$ cat src/hw/rtl/assert_macros.svh
// Assertion helpers for the RTL files that check their own logic.
// Each macro samples on clk and is disabled while rst_n is low.
`ifndef ASSERT_MACROS_SVH
`define ASSERT_MACROS_SVH

// Same-cycle implication: cons must hold whenever ante holds.
`define ASSERT_IMPL(lbl, ante, cons) \
  lbl: assert property (@(posedge clk) disable iff (!rst_n) (ante) |-> (cons)) \
    else $error("assertion failed");

// Next-cycle implication: cons must hold in the cycle after ante.
`define ASSERT_NEXT(lbl, ante, cons) \
  lbl: assert property (@(posedge clk) disable iff (!rst_n) (ante) |=> (cons)) \
    else $error("assertion failed");

`endif

$ cat src/hw/rtl/nsp_pkg.sv
`timescale 1ns / 1ps

package nsp_pkg;

  localparam int MAX_DATA_LEN = 128;
  localparam int MAX_FIELDS   = 32;

  localparam int FILL_W  = $clog2(MAX_DATA_LEN);
  localparam int FIELD_W = $clog2(MAX_FIELDS + 1);

  localparam logic [7:0] CH_START = 8'h24;
  localparam logic [7:0] CH_SEP   = 8'h2C;
  localparam logic [7:0] CH_STAR  = 8'h2A;
  localparam logic [7:0] CH_CR    = 8'h0D;
  localparam logic [7:0] CH_LF    = 8'h0A;
  localparam logic [7:0] CH_0     = 8'h30;
  localparam logic [7:0] CH_9     = 8'h39;
  localparam logic [7:0] CH_A     = 8'h41;
  localparam logic [7:0] CH_F     = 8'h46;

  localparam int IN_TDATA_W  = 8;
  localparam int OUT_TDATA_W = 136;
  localparam int OUT_TUSER_W = 3;

  typedef enum logic [1:0] {
    ST_PARSING  = 2'd0,
    ST_PARSED   = 2'd1,
    ST_OVERFLOW = 2'd2,
    ST_BADSUM   = 2'd3
  } status_t;

  typedef enum logic [3:0] {
    PH_SEARCH = 4'b0001,
    PH_DATA   = 4'b0010,
    PH_HEX_HI = 4'b0100,
    PH_HEX_LO = 4'b1000
  } phase_t;

  // Classification of one received character.
  typedef struct packed {
    logic       is_start;
    logic       is_sep;
    logic       is_star;
    logic       is_eol;
    logic       hex_ok;
    logic [3:0] hex_val;
  } char_class_t;

  // One result item.
  typedef struct packed {
    status_t     status;
    logic        write_valid;
    logic [6:0]  write_index;
    logic [7:0]  write_byte;
    logic [5:0]  arg_count;
    logic [7:0]  computed_checksum;
    logic [7:0]  received_checksum;
    logic [31:0] byte_count;
    logic [31:0] sentence_count;
    logic [31:0] error_count;
  } result_t;

endpackage

$ cat src/hw/rtl/nsp_char_decode.sv
`timescale 1ns / 1ps

module nsp_char_decode
  import nsp_pkg::*;
(
  input  logic [7:0]  rx_byte,
  output char_class_t cls
);

  logic is_dec;
  logic is_hex_alpha;

  assign is_dec       = (rx_byte >= CH_0) && (rx_byte <= CH_9);
  assign is_hex_alpha = (rx_byte >= CH_A) && (rx_byte <= CH_F);

  always_comb begin
    cls.is_start = (rx_byte == CH_START);
    cls.is_sep   = (rx_byte == CH_SEP);
    cls.is_star  = (rx_byte == CH_STAR);
    cls.is_eol   = (rx_byte == CH_CR) || (rx_byte == CH_LF);
    cls.hex_ok   = is_dec || is_hex_alpha;
    if (is_dec) begin
      cls.hex_val = 4'(rx_byte - CH_0);
    end else if (is_hex_alpha) begin
      cls.hex_val = 4'(rx_byte - CH_A + 8'd10);
    end else begin
      cls.hex_val = 4'd0;
    end
  end

endmodule

$ cat src/hw/rtl/nsp_parse_core.sv
`timescale 1ns / 1ps

module nsp_parse_core
  import nsp_pkg::*;
(
  input  logic        clk,
  input  logic        rst_n,
  input  logic        fire,
  input  logic [7:0]  rx_byte,
  input  char_class_t cls,
  output result_t     res
);

  phase_t              phase_r, phase_nxt;
  logic [FILL_W-1:0]   fill_r, fill_nxt;
  logic [FIELD_W-1:0]  fields_r, fields_nxt;
  logic [7:0]          xor_r, xor_nxt;
  logic [7:0]          hex_r, hex_nxt;
  logic [31:0]         bytes_r, bytes_nxt;
  logic [31:0]         sent_r, sent_nxt;
  logic [31:0]         err_r, err_nxt;

  status_t             status;
  logic                wr_valid;
  logic [FILL_W-1:0]   wr_index;
  logic [7:0]          wr_byte;
  logic                buf_last;
  logic                fields_full;
  logic [7:0]          hex_lo_val;

  // Fill position at the last buffer entry: the write lands but no room stays.
  assign buf_last    = (fill_r == FILL_W'(MAX_DATA_LEN - 1));
  assign fields_full = (fields_r >= FIELD_W'(MAX_FIELDS));
  assign hex_lo_val  = hex_r | {4'd0, cls.hex_val};

  always_comb begin
    phase_nxt  = phase_r;
    fill_nxt   = fill_r;
    fields_nxt = fields_r;
    xor_nxt    = xor_r;
    hex_nxt    = hex_r;
    bytes_nxt  = bytes_r + 32'd1;
    sent_nxt   = sent_r;
    err_nxt    = err_r;
    status     = ST_PARSING;
    wr_valid   = 1'b0;
    wr_index   = '0;
    wr_byte    = 8'd0;

    case (phase_r)
      PH_SEARCH: begin
        if (cls.is_start) begin
          fill_nxt   = '0;
          fields_nxt = FIELD_W'(1);
          xor_nxt    = 8'd0;
          hex_nxt    = 8'd0;
          phase_nxt  = PH_DATA;
        end
      end
      PH_DATA: begin
        if (cls.is_sep) begin
          if (fields_full) begin
            phase_nxt = PH_SEARCH;
            err_nxt   = err_r + 32'd1;
            status    = ST_OVERFLOW;
          end else begin
            wr_valid = 1'b1;
            wr_index = fill_r;
            fill_nxt = fill_r + FILL_W'(1);
            if (buf_last) begin
              phase_nxt = PH_SEARCH;
              err_nxt   = err_r + 32'd1;
              status    = ST_OVERFLOW;
            end else begin
              xor_nxt    = xor_r ^ rx_byte;
              fields_nxt = fields_r + FIELD_W'(1);
            end
          end
        end else if (cls.is_star) begin
          wr_valid  = 1'b1;
          wr_index  = fill_r;
          phase_nxt = PH_HEX_HI;
        end else if (cls.is_eol) begin
          wr_valid  = 1'b1;
          wr_index  = fill_r;
          sent_nxt  = sent_r + 32'd1;
          phase_nxt = PH_SEARCH;
          status    = ST_PARSED;
        end else begin
          wr_valid = 1'b1;
          wr_index = fill_r;
          wr_byte  = rx_byte;
          fill_nxt = fill_r + FILL_W'(1);
          xor_nxt  = xor_r ^ rx_byte;
          if (buf_last) begin
            phase_nxt = PH_SEARCH;
            err_nxt   = err_r + 32'd1;
            status    = ST_OVERFLOW;
          end
        end
      end
      PH_HEX_HI: begin
        if (cls.hex_ok) begin
          hex_nxt   = hex_r | {cls.hex_val, 4'd0};
          phase_nxt = PH_HEX_LO;
        end else begin
          phase_nxt = PH_SEARCH;
          err_nxt   = err_r + 32'd1;
          status    = ST_BADSUM;
        end
      end
      PH_HEX_LO: begin
        if (cls.hex_ok) begin
          hex_nxt = hex_lo_val;
        end
        if (cls.hex_ok && (xor_r == hex_lo_val)) begin
          sent_nxt = sent_r + 32'd1;
          status   = ST_PARSED;
        end else begin
          err_nxt = err_r + 32'd1;
          status  = ST_BADSUM;
        end
        phase_nxt = PH_SEARCH;
      end
      default: begin
        phase_nxt = PH_SEARCH;
      end
    endcase
  end

  always_ff @(posedge clk) begin
    if (!rst_n) begin
      phase_r  <= PH_SEARCH;
      fill_r   <= '0;
      fields_r <= '0;
      xor_r    <= 8'd0;
      hex_r    <= 8'd0;
      bytes_r  <= 32'd0;
      sent_r   <= 32'd0;
      err_r    <= 32'd0;
    end else if (fire) begin
      phase_r  <= phase_nxt;
      fill_r   <= fill_nxt;
      fields_r <= fields_nxt;
      xor_r    <= xor_nxt;
      hex_r    <= hex_nxt;
      bytes_r  <= bytes_nxt;
      sent_r   <= sent_nxt;
      err_r    <= err_nxt;
    end
  end

  always_comb begin
    res.status            = status;
    res.write_valid       = wr_valid;
    res.write_index       = 7'(wr_index);
    res.write_byte        = wr_byte;
    res.arg_count         = 6'(fields_nxt);
    res.computed_checksum = xor_nxt;
    res.received_checksum = hex_nxt;
    res.byte_count        = bytes_nxt;
    res.sentence_count    = sent_nxt;
    res.error_count       = err_nxt;
  end

endmodule

$ cat src/hw/rtl/nsp_out_stage.sv
`timescale 1ns / 1ps

module nsp_out_stage
  import nsp_pkg::*;
(
  input  logic    clk,
  input  logic    rst_n,
  input  logic    load,
  input  result_t res,
  input  logic    out_ready,
  output logic    advance,
  output logic    out_valid,
  output result_t out_res
);

  logic    valid_r, valid_nxt;
  result_t res_r;

  // Free slot, or the waiting item leaves this cycle.
  assign advance = !valid_r || out_ready;

  always_comb begin
    valid_nxt = valid_r;
    if (load) begin
      valid_nxt = 1'b1;
    end else if (out_ready) begin
      valid_nxt = 1'b0;
    end
  end

  always_ff @(posedge clk) begin
    if (!rst_n) begin
      valid_r <= 1'b0;
    end else begin
      valid_r <= valid_nxt;
    end
  end

  always_ff @(posedge clk) begin
    if (load) begin
      res_r <= res;
    end
  end

  assign out_valid = valid_r;
  assign out_res   = res_r;

endmodule

$ cat src/hw/rtl/nmea_sentence_parser_top.sv
// NMEA 0183 sentence parser, one received byte in, one result item out.
// Path: the input register captures the byte at the accept edge, the result register
// captures its result item once the result slot can take it, and the item leaves at out_tready.
// Throughput: one item per cycle while out_tready keeps the result slot free.
// Reset (rst_n low, synchronous): parser returns to start search, counters and
// checksums clear, both pipeline valid flags drop.
`timescale 1ns / 1ps
`include "assert_macros.svh"

module nmea_sentence_parser_top
  import nsp_pkg::*;
(
  input  logic                   clk,
  input  logic                   rst_n,
  // Input stream
  input  logic                   in_tvalid,
  output logic                   in_tready,
  input  logic [IN_TDATA_W-1:0]  in_tdata,   // [7:0] rx_byte
  // Result stream
  output logic                   out_tvalid,
  input  logic                   out_tready,
  // [6:0] write_index, [14:7] write_byte, [20:15] arg_count,
  // [28:21] computed_checksum, [36:29] received_checksum, [68:37] byte_count,
  // [100:69] sentence_count, [132:101] error_count, [135:133] zero
  output logic [OUT_TDATA_W-1:0] out_tdata,
  // [1:0] status, [2] write_valid
  output logic [OUT_TUSER_W-1:0] out_tuser
);

  logic        in_valid_r;
  logic [7:0]  in_byte_r;
  logic        advance;
  logic        fire;
  char_class_t cls;
  result_t     res;
  result_t     out_res;

  // Stage 2 runs when a byte waits and the result slot can take it.
  assign fire      = in_valid_r && advance;
  // Take a new byte when the input register is empty or drains this cycle.
  assign in_tready = !in_valid_r || advance;

  always_ff @(posedge clk) begin
    if (!rst_n) begin
      in_valid_r <= 1'b0;
    end else if (in_tready) begin
      in_valid_r <= in_tvalid;
    end
  end

  // Payload needs no reset: hold it until the next accept.
  always_ff @(posedge clk) begin
    if (in_tvalid && in_tready) begin
      in_byte_r <= in_tdata[7:0];
    end
  end

  nsp_char_decode u_decode (
    .rx_byte (in_byte_r),
    .cls     (cls)
  );

  nsp_parse_core u_core (
    .clk     (clk),
    .rst_n   (rst_n),
    .fire    (fire),
    .rx_byte (in_byte_r),
    .cls     (cls),
    .res     (res)
  );

  nsp_out_stage u_out (
    .clk       (clk),
    .rst_n     (rst_n),
    .load      (fire),
    .res       (res),
    .out_ready (out_tready),
    .advance   (advance),
    .out_valid (out_tvalid),
    .out_res   (out_res)
  );

  // Pack the result item onto the stream bus.
  assign out_tuser = {out_res.write_valid, out_res.status};
  assign out_tdata = {3'b000,
                      out_res.error_count,
                      out_res.sentence_count,
                      out_res.byte_count,
                      out_res.received_checksum,
                      out_res.computed_checksum,
                      out_res.arg_count,
                      out_res.write_byte,
                      out_res.write_index};

  // A checksum failure never touches the sentence buffer.
  `ASSERT_IMPL(a_badsum_no_write, out_tvalid && (out_tuser[1:0] == ST_BADSUM), !out_tuser[2])
  // Every parse step lands in the result register.
  `ASSERT_NEXT(a_fire_gives_result, fire, out_tvalid)
  // A stalled byte stays in the input register untouched.
  `ASSERT_NEXT(a_in_hold, in_valid_r && !advance, in_valid_r && $stable(in_byte_r))

endmodule

$ cat config.mk
export PLATFORM = sky130hd
export DESIGN_NAME = nmea_sentence_parser_top
export DESIGN_NICKNAME = d
export VERILOG_FILES = /design/src/hw/rtl/nsp_pkg.sv /design/src/hw/rtl/nsp_char_decode.sv /design/src/hw/rtl/nsp_parse_core.sv /design/src/hw/rtl/nsp_out_stage.sv /design/src/hw/rtl/nmea_sentence_parser_top.sv
export VERILOG_INCLUDE_DIRS = /design/src /design/src/hw/rtl
export SDC_FILE = /design/constraint.sdc
export NUM_CORES = 1
export LEC_CHECK = 0
export BUFFER_PORTS_ARGS = -buffer_cell sky130_fd_sc_hd__buf_4
export CORE_MARGIN = 3
export CORE_UTILIZATION = 30
export DETAILED_ROUTE_END_ITERATION = 10
export PLACE_DENSITY = 0.52
export SETUP_SLACK_MARGIN = 0.05
export SLEW_MARGIN = 5
export SYNTH_ARGS = -nofsm -noshare
export SYNTH_HDL_FRONTEND = slang
export SYNTH_SLANG_ARGS = --single-unit
$ cat constraint.sdc
create_clock -name clk -period 18 [get_ports clk]
set_input_delay 3.6 -clock clk [delete_from_list [all_inputs] [get_ports clk]]
set_output_delay 3.6 -clock clk [all_outputs]
set_load 0.005 [all_outputs]
==> results of run 1 <==
[cell type report]
type | count | share of cell area [%]
flip-flops and latches | 275 | 44.31
multi-input cells | 911 | 36.04
inverters | 17 | 0.4549
clock inverters | 19 | 0.9975
clock buffers | 43 | 6.177
well taps | 577 | 4.605
repair buffers | 155 | 7.422
[registers in the layout, indices dropped and copies added, names as in the netlist, 7 cells and up]
register        count
u_core.hex_r        8
u_core.fill_r       7
u_core.bytes_r     32
u_out.out_res     136
u_core.err_r       32
u_core.xor_r        8
u_core.sent_r      32
in_byte_r           8
[placed cells by master, fill, tap and decap left out, drive strengths merged, types with 3 or more instances in the layout]
master	instances
or2	9
o31a	3
buf	155
ha	11
nand2b	33
a21o	4
conb	3
xnor2	97
nor2b	6
mux2i	9
o21ai	36
nor3	25
xor2	58
o211ai	18
nor4	14
o21bai	3
nand4	24
a31oi	7
or4	4
o31ai	6
nand3	75
nor4b	4
edfxtp	144
o2111ai	3
inv	18
and2	38
clkinv	11
a22o	3
nand3b	3
o21a	10
clkinvlp	5
clkbuf	43
nand2	137
and3	33
nor2	112
a311oi	3
dfxtp	131
and4	10
or3	21
a21oi	53
[logic make-up after synthesis]
logic type	share of synthesized area, %
other	0.02894
XOR/XNOR	10.47
adder cells (fa/ha/maj)	1.062
AO/OA/AOI/OAI	8.844
buffers and inverters	2.877
flip-flops	53.60
AND/OR/NAND/NOR	22.24
multiplexers	0.8689
[how the worst max path moves through the flow]
stage / start / end / slack (ps) / depth (start not counted)
4_1_cts: out_tready / in_tready / 10250 / 4
3_5_place_dp: out_tready / in_tready / 10250 / 4
2_1_floorplan: out_tready / u_out.out_res[0] / 9330 / 5
3_3_place_gp: out_tready / in_tready / 10250 / 4
6_report: out_tready / in_tready / 10250 / 4
5_1_grt: out_tready / in_tready / 10170 / 4
[worst max-delay path, cell delays in order]
cell	delay, ps
buf_4	100
nor2b_1	200
nand2_1	100
buf_4	140
[metal layers]
layer / track usage [%] / routed length (um) / share of wire, % / vias up
met4: 3.988 / 682 / 2.2 / 0
met3: 3.204 / 1577 / 5.0 / 54
met5: 0 / 0 / 0 / -
met1: 18.17 / 14650 / 46 / 4606
met2: 22.77 / 14780 / 47 / 185
li1: - / - / - / 4765
[power groups by stage]
stage          logic [mW]  clock network, mW  registers [mW]
6_report           0.0603              0.682           0.686
5_1_grt            0.0674              0.732           0.688
2_1_floorplan      0.0271                  0           0.700
4_1_cts            0.0623              0.710           0.687
3_5_place_dp       0.0621                  0           0.700
3_3_place_gp       0.0618                  0           0.700
==> run summary, run 1 <==
Syn avg cell area: 10.20 um^2
CP Capture Type: output pin
HPWL Detailed: 20820 um
Flops & latches, synth: 275
DRC viols: 0
Setup TNS: 0 ps
First-pass GRT wire length: 50320 um
Maximum clock insertion buffer count: 3
I/O pin count: 153
Leakage: 5.539 nW
Finish-stage setup viols: 0
Count leader, synth: edfxtp_1
Final std cells w/o fill: 1997
H-tree lvl count: 2
Register area: 0.006947 mm^2
Top FF cell, synth: edfxtp_1
Path type of the worst setup path: input port to output pin
Pint: 1.113 mW
Number of port buffers: 149
Multi-input gate area: 0.005650 mm^2
Nets@finish: 1418
Layout area overhead: 20.98%
Maximum VDD drop: 55.05 uV
# fillers: 4213
Post-synth top area share: 33.37%
CTS tree: done
Endpoint, Worst Hold: u_core.hex_r[3]
Diodes inserted: 0
Post-CTS sizing: 0
CTS root buf: clkbuf_16
Share of layout cells above drive strength 1: 16.90%
Synth top cells by count: edfxtp_1 (144), nand2_1 (136), dfxtp_1 (131)
Skew final: 10.32 ps
Gate power share: 4.2%
RSZ-0062 raised after global routing: false
Die area: 0.04573 mm^2
Final worst-path cycle share: 43.04%
Hold Vio Cnt, Final: 0
Design Area, Final: 0.01568 mm^2
Asr flop ratio synth: 0%
Hold path depth: 2
Drt first pass iters: 5
Worst Path Arrival: 4150 ps
Main area contributors after synthesis: edfxtp_1 (33%), dfxtp_1 (20%), xnor2_1 (6.6%)
Initial Util: 30.62%
Max-Cap Viols: 0
Power Dens Cells: 91.10 mW/mm^2
Initial antenna violation count: 0
Vias post-DR: 9610
Cell count after placement: 1935
Final setup margin: 10250 ps
Post-synthesis cell area: 0.01296 mm^2
Routed WL: 31700 um
Worst Tran Pin Value: 1094 ps
Num rows: 75
CTS buffer count: 35
Min Hold Slack: 480.5 ps
GP Congestion: 0.7652
Worst path required time: 14400 ps
Final slew viol count: 0
Reg-to-reg startpoint: in_byte_r[0]
Dpl cell area: 0.01455 mm^2
Slew margin rel.: 27.08%
Count of flip-flops with a built-in enable after synthesis: 144
Die extent in x: 213.8 um
Setup repair bufs after CTS: 0
Net Switching: 315.3 uW
Fin crit period: 7747 ps
Netlist cell types: 77
Overall power: 1.428 mW
Critical Path Start Type: input port
DRT iter0 DRCs: 454
FF-to-FF setup slack: 13420 ps
Sw frac: 22.08%
Fmax: 129.1 MHz
Largest net degree at the start of global routing: 130
GRT Util Overall: 13.80%
Final core utilization: 37.05%
Total grt overflow: 0
Post-Synthesis Cells: 1271
Synth warn: 0
Clock network power share: 47.7%
Reg power frac: 48.1%
Vias in the first global route: 9356
Core area: 0.04232 mm^2
Place WS: 10250 ps
Clk Latency, worst-skew pair: 530 ps
Seq/Total Area, Yosys: 53.60%
Die height: 213.8 um
Antenna-violating nets left: 0
CTS sink count: 275
Worst Hold Launch: u_core.hex_r[3]
Vias per cell: 4.812
Hold Path Class: flip-flop to flip-flop
Worst reg2reg path depth: 10
Worst-path clk slew: 50 ps
Area leader, netlist: edfxtp_1
Critical Path Fanout Max: 4
Routed len/inst: 15.87 um
Cts hold-fix bufs: 0
FF-to-FF End: u_out.out_res[60]
Status: completed
Power figures use the tool's default switching activity.
==> run 2: changes to the inputs <==
- PLACE_DENSITY: 0.52 -> 0.53
- clock period: 18 -> 6.3 ns (I/O delays scaled with it)
==> run 2 against run 1 <==
Worst setup slack got worse by 8200 ps. Total power grew to 2.7 times the previous value. Flip-flop and latch count did not move. Utilization fell by 0.22 points. Count of clock-buffer cells in the layout decreased by 5. Global-route usage is 0.22 points lower. Largest cell class unchanged. Critical endpoint is now u_out.out_res[33]. Via count fell by 0.43%. Die area unchanged. Non-clock buffer count increased by 3. Sequential share of layout area is 0.26 points higher. Clock power increased to 2.6 times the previous value.
==> run summary, run 2 (same netlist as run 1, synthesis figures left out) <==
CTS root buf: clkbuf_16
Maximum VDD drop: 157.7 uV (+190%)
DRC viols: 0 (unchanged)
CP Capture Type: flip-flop
GP Congestion: 0.8162 (+6.7%)
Worst path required time: 6610 ps (-7790 ps)
Nets@finish: 1417 (-0.071%)
Vias in the first global route: 9134 (-2.4%)
Min Hold Slack: 473.7 ps (-6.773 ps)
Crit-path max cell delay: 610 ps (+410 ps)
Initial antenna violation count: 0 (unchanged)
Fmax: 235.8 MHz
Finish-stage setup viols: 0 (unchanged)
Max-Cap Viols: 0 (unchanged)
Setup repair bufs after CTS: 0 (unchanged)
Most common cell after layout, fill and taps aside: buf_4
Critical-path cell list: inv_1 > ha_1 > or3b_1 > and4_1 > or4_1 > and2_4 > nor4_4 > buf_4 > or2_2 > mux2_2
Final slew viol count: 0 (unchanged)
Cts hold-fix bufs: 0 (unchanged)
Final worst-path cycle share: 67.31%
RSZ-0062 raised after global routing: false
Worst Path Buf+Inv: 2 (unchanged)
Post-CTS sizing: 0 (unchanged)
Initial Util: 30.62% (unchanged)
Leakage: 5.510 nW (-0.52%)
Die area: 0.04573 mm^2 (unchanged)
Hold Vio Cnt, Final: 0 (unchanged)
Max FFs per register: 136 (unchanged)
I/O pin count: 153 (unchanged)
H-tree lvl count: 1 (-1)
GRT Util Overall: 13.57% (-0.22 points)
Fin crit period: 4240 ps
Most frequent cells in the layout: buf_4 (158), edfxtp_1 (144), nand2_1 (136), dfxtp_1 (131), nor2_1 (112)
Vias per cell: 4.796 (-0.33%)
Diodes inserted: 0 (unchanged)
Worst Path Arrival: 4550 ps (+400 ps)
Worst Tran Pin Value: 1160 ps (+66.69 ps)
Cell family with most CP delay: simple AND/OR/NAND/NOR gates
Die extent in x: 213.8 um (unchanged)
Worst-path clk slew: 60 ps (about the same)
HPWL Detailed: 21340 um (+2.5%)
First-pass GRT wire length: 50320 um (unchanged)
Maximum clock insertion buffer count: 3 (unchanged)
CTS tree: done
CTS buffer count: 31 (-11%)
Routed len/inst: 16.01 um (+0.88%)
DRT iter0 DRCs: 477 (+5.1%)
Clk Latency, worst-skew pair: 560 ps (+30 ps)
Setup TNS: 0 ps (unchanged)
Power Dens Cells: 251.5 mW/mm^2 (+180%)
Core area: 0.04232 mm^2 (unchanged)
CP max-delay cell: or2_2
# fillers: 4227 (+0.33%)
Total grt overflow: 0 (unchanged)
Share of layout cells above drive strength 1: 16.93% (+0.024 points)
Num rows: 75 (unchanged)
Antenna-violating nets left: 0 (unchanged)
Slew margin rel.: 22.64% (-4.4 points)
Path type of the worst setup path: flip-flop to flip-flop
Drt first pass iters: 5 (unchanged)
Critical Path Fanout Max: 38 (+34)
Hold Path Class: flip-flop to flip-flop
Skew final: 15.37 ps (+5.057 ps)
Largest net degree at the start of global routing: 99 (-24%)
Routed WL: 31940 um (+0.78%)
Die height: 213.8 um (unchanged)
Vias post-DR: 9569 (-0.43%)
Number of port buffers: 149 (unchanged)
CTS sink count: 275 (unchanged)
Critical Path Start Type: flip-flop
Layout area overhead: 20.27%
Status: completed
## run 2: power breakdown
part	total, mW	internal [mW]	switching [mW]	leakage, nW
Combinational	0.172	0.0730	0.0991	2.65
Sequential	1.96	1.93	0.0314	2.37
Clock	1.78	1.06	0.728	0.498
Total	3.92	3.06	0.859	5.51
## run 2: final cells by class
class	instances	area (um^2)	area share [%]
flip-flops and latches	275	6947	44.57
clock buffers	38	832.0	5.338
well taps	577	721.9	4.632
clock inverters	19	178.9	1.148
repair buffers	158	1186	7.610
inverters	17	71.32	0.4575
multi-input cells	911	5650	36.25
## run 2: final timing paths
check,slack (ps),start,cells past startpoint,endpoint
min,470,u_core.hex_r[3],2,u_core.hex_r[3]
max reg2reg,2060,in_byte_r[0],10,u_out.out_res[33]
max,2060,in_byte_r[0],10,u_out.out_res[33]
min reg2reg,470,u_core.hex_r[3],2,u_core.hex_r[3]
## run 2: per-layer routing
| metal | global-route usage (%) | vias to the layer above | wire length, um |
|---|---|---|---|
| met1 | 19.04 | 4602 | 15180 |
| met5 | 0 | - | 0 |
| met3 | 2.341 | 35 | 1526 |
| li1 | - | 4734 | - |
| met4 | 2.963 | 0 | 443 |
| met2 | 22.07 | 198 | 14790 |
## run 2: worst reg2reg max path, cell delays in order, from the launching register on
cell	delay (ps)
edfxtp_1	510
inv_1	150
ha_1	250
or3b_1	440
and4_1	240
or4_1	440
and2_4	200
nor4_4	480
buf_4	270
or2_2	610
mux2_2	420
## run 2: stage by stage
| stage | instances | area, um^2 | setup WS, ps | utilization [%] | power (mW) |
|---|---|---|---|---|---|
| floorplan | 1273 | 12970 | 2099 | - | 2.073 |
| global placement | 1938 | 14580 | 2131 | 34.44 | 2.179 |
| detailed placement | 1938 | 14580 | 2053 | 34.44 | 2.180 |
| CTS | 1995 | 15590 | 2040 | 36.83 | 3.992 |
| global route | 1995 | 15590 | 1791 | 36.83 | 4.081 |
| finish | 1995 | 15590 | 2060 | 36.83 | 3.920 |
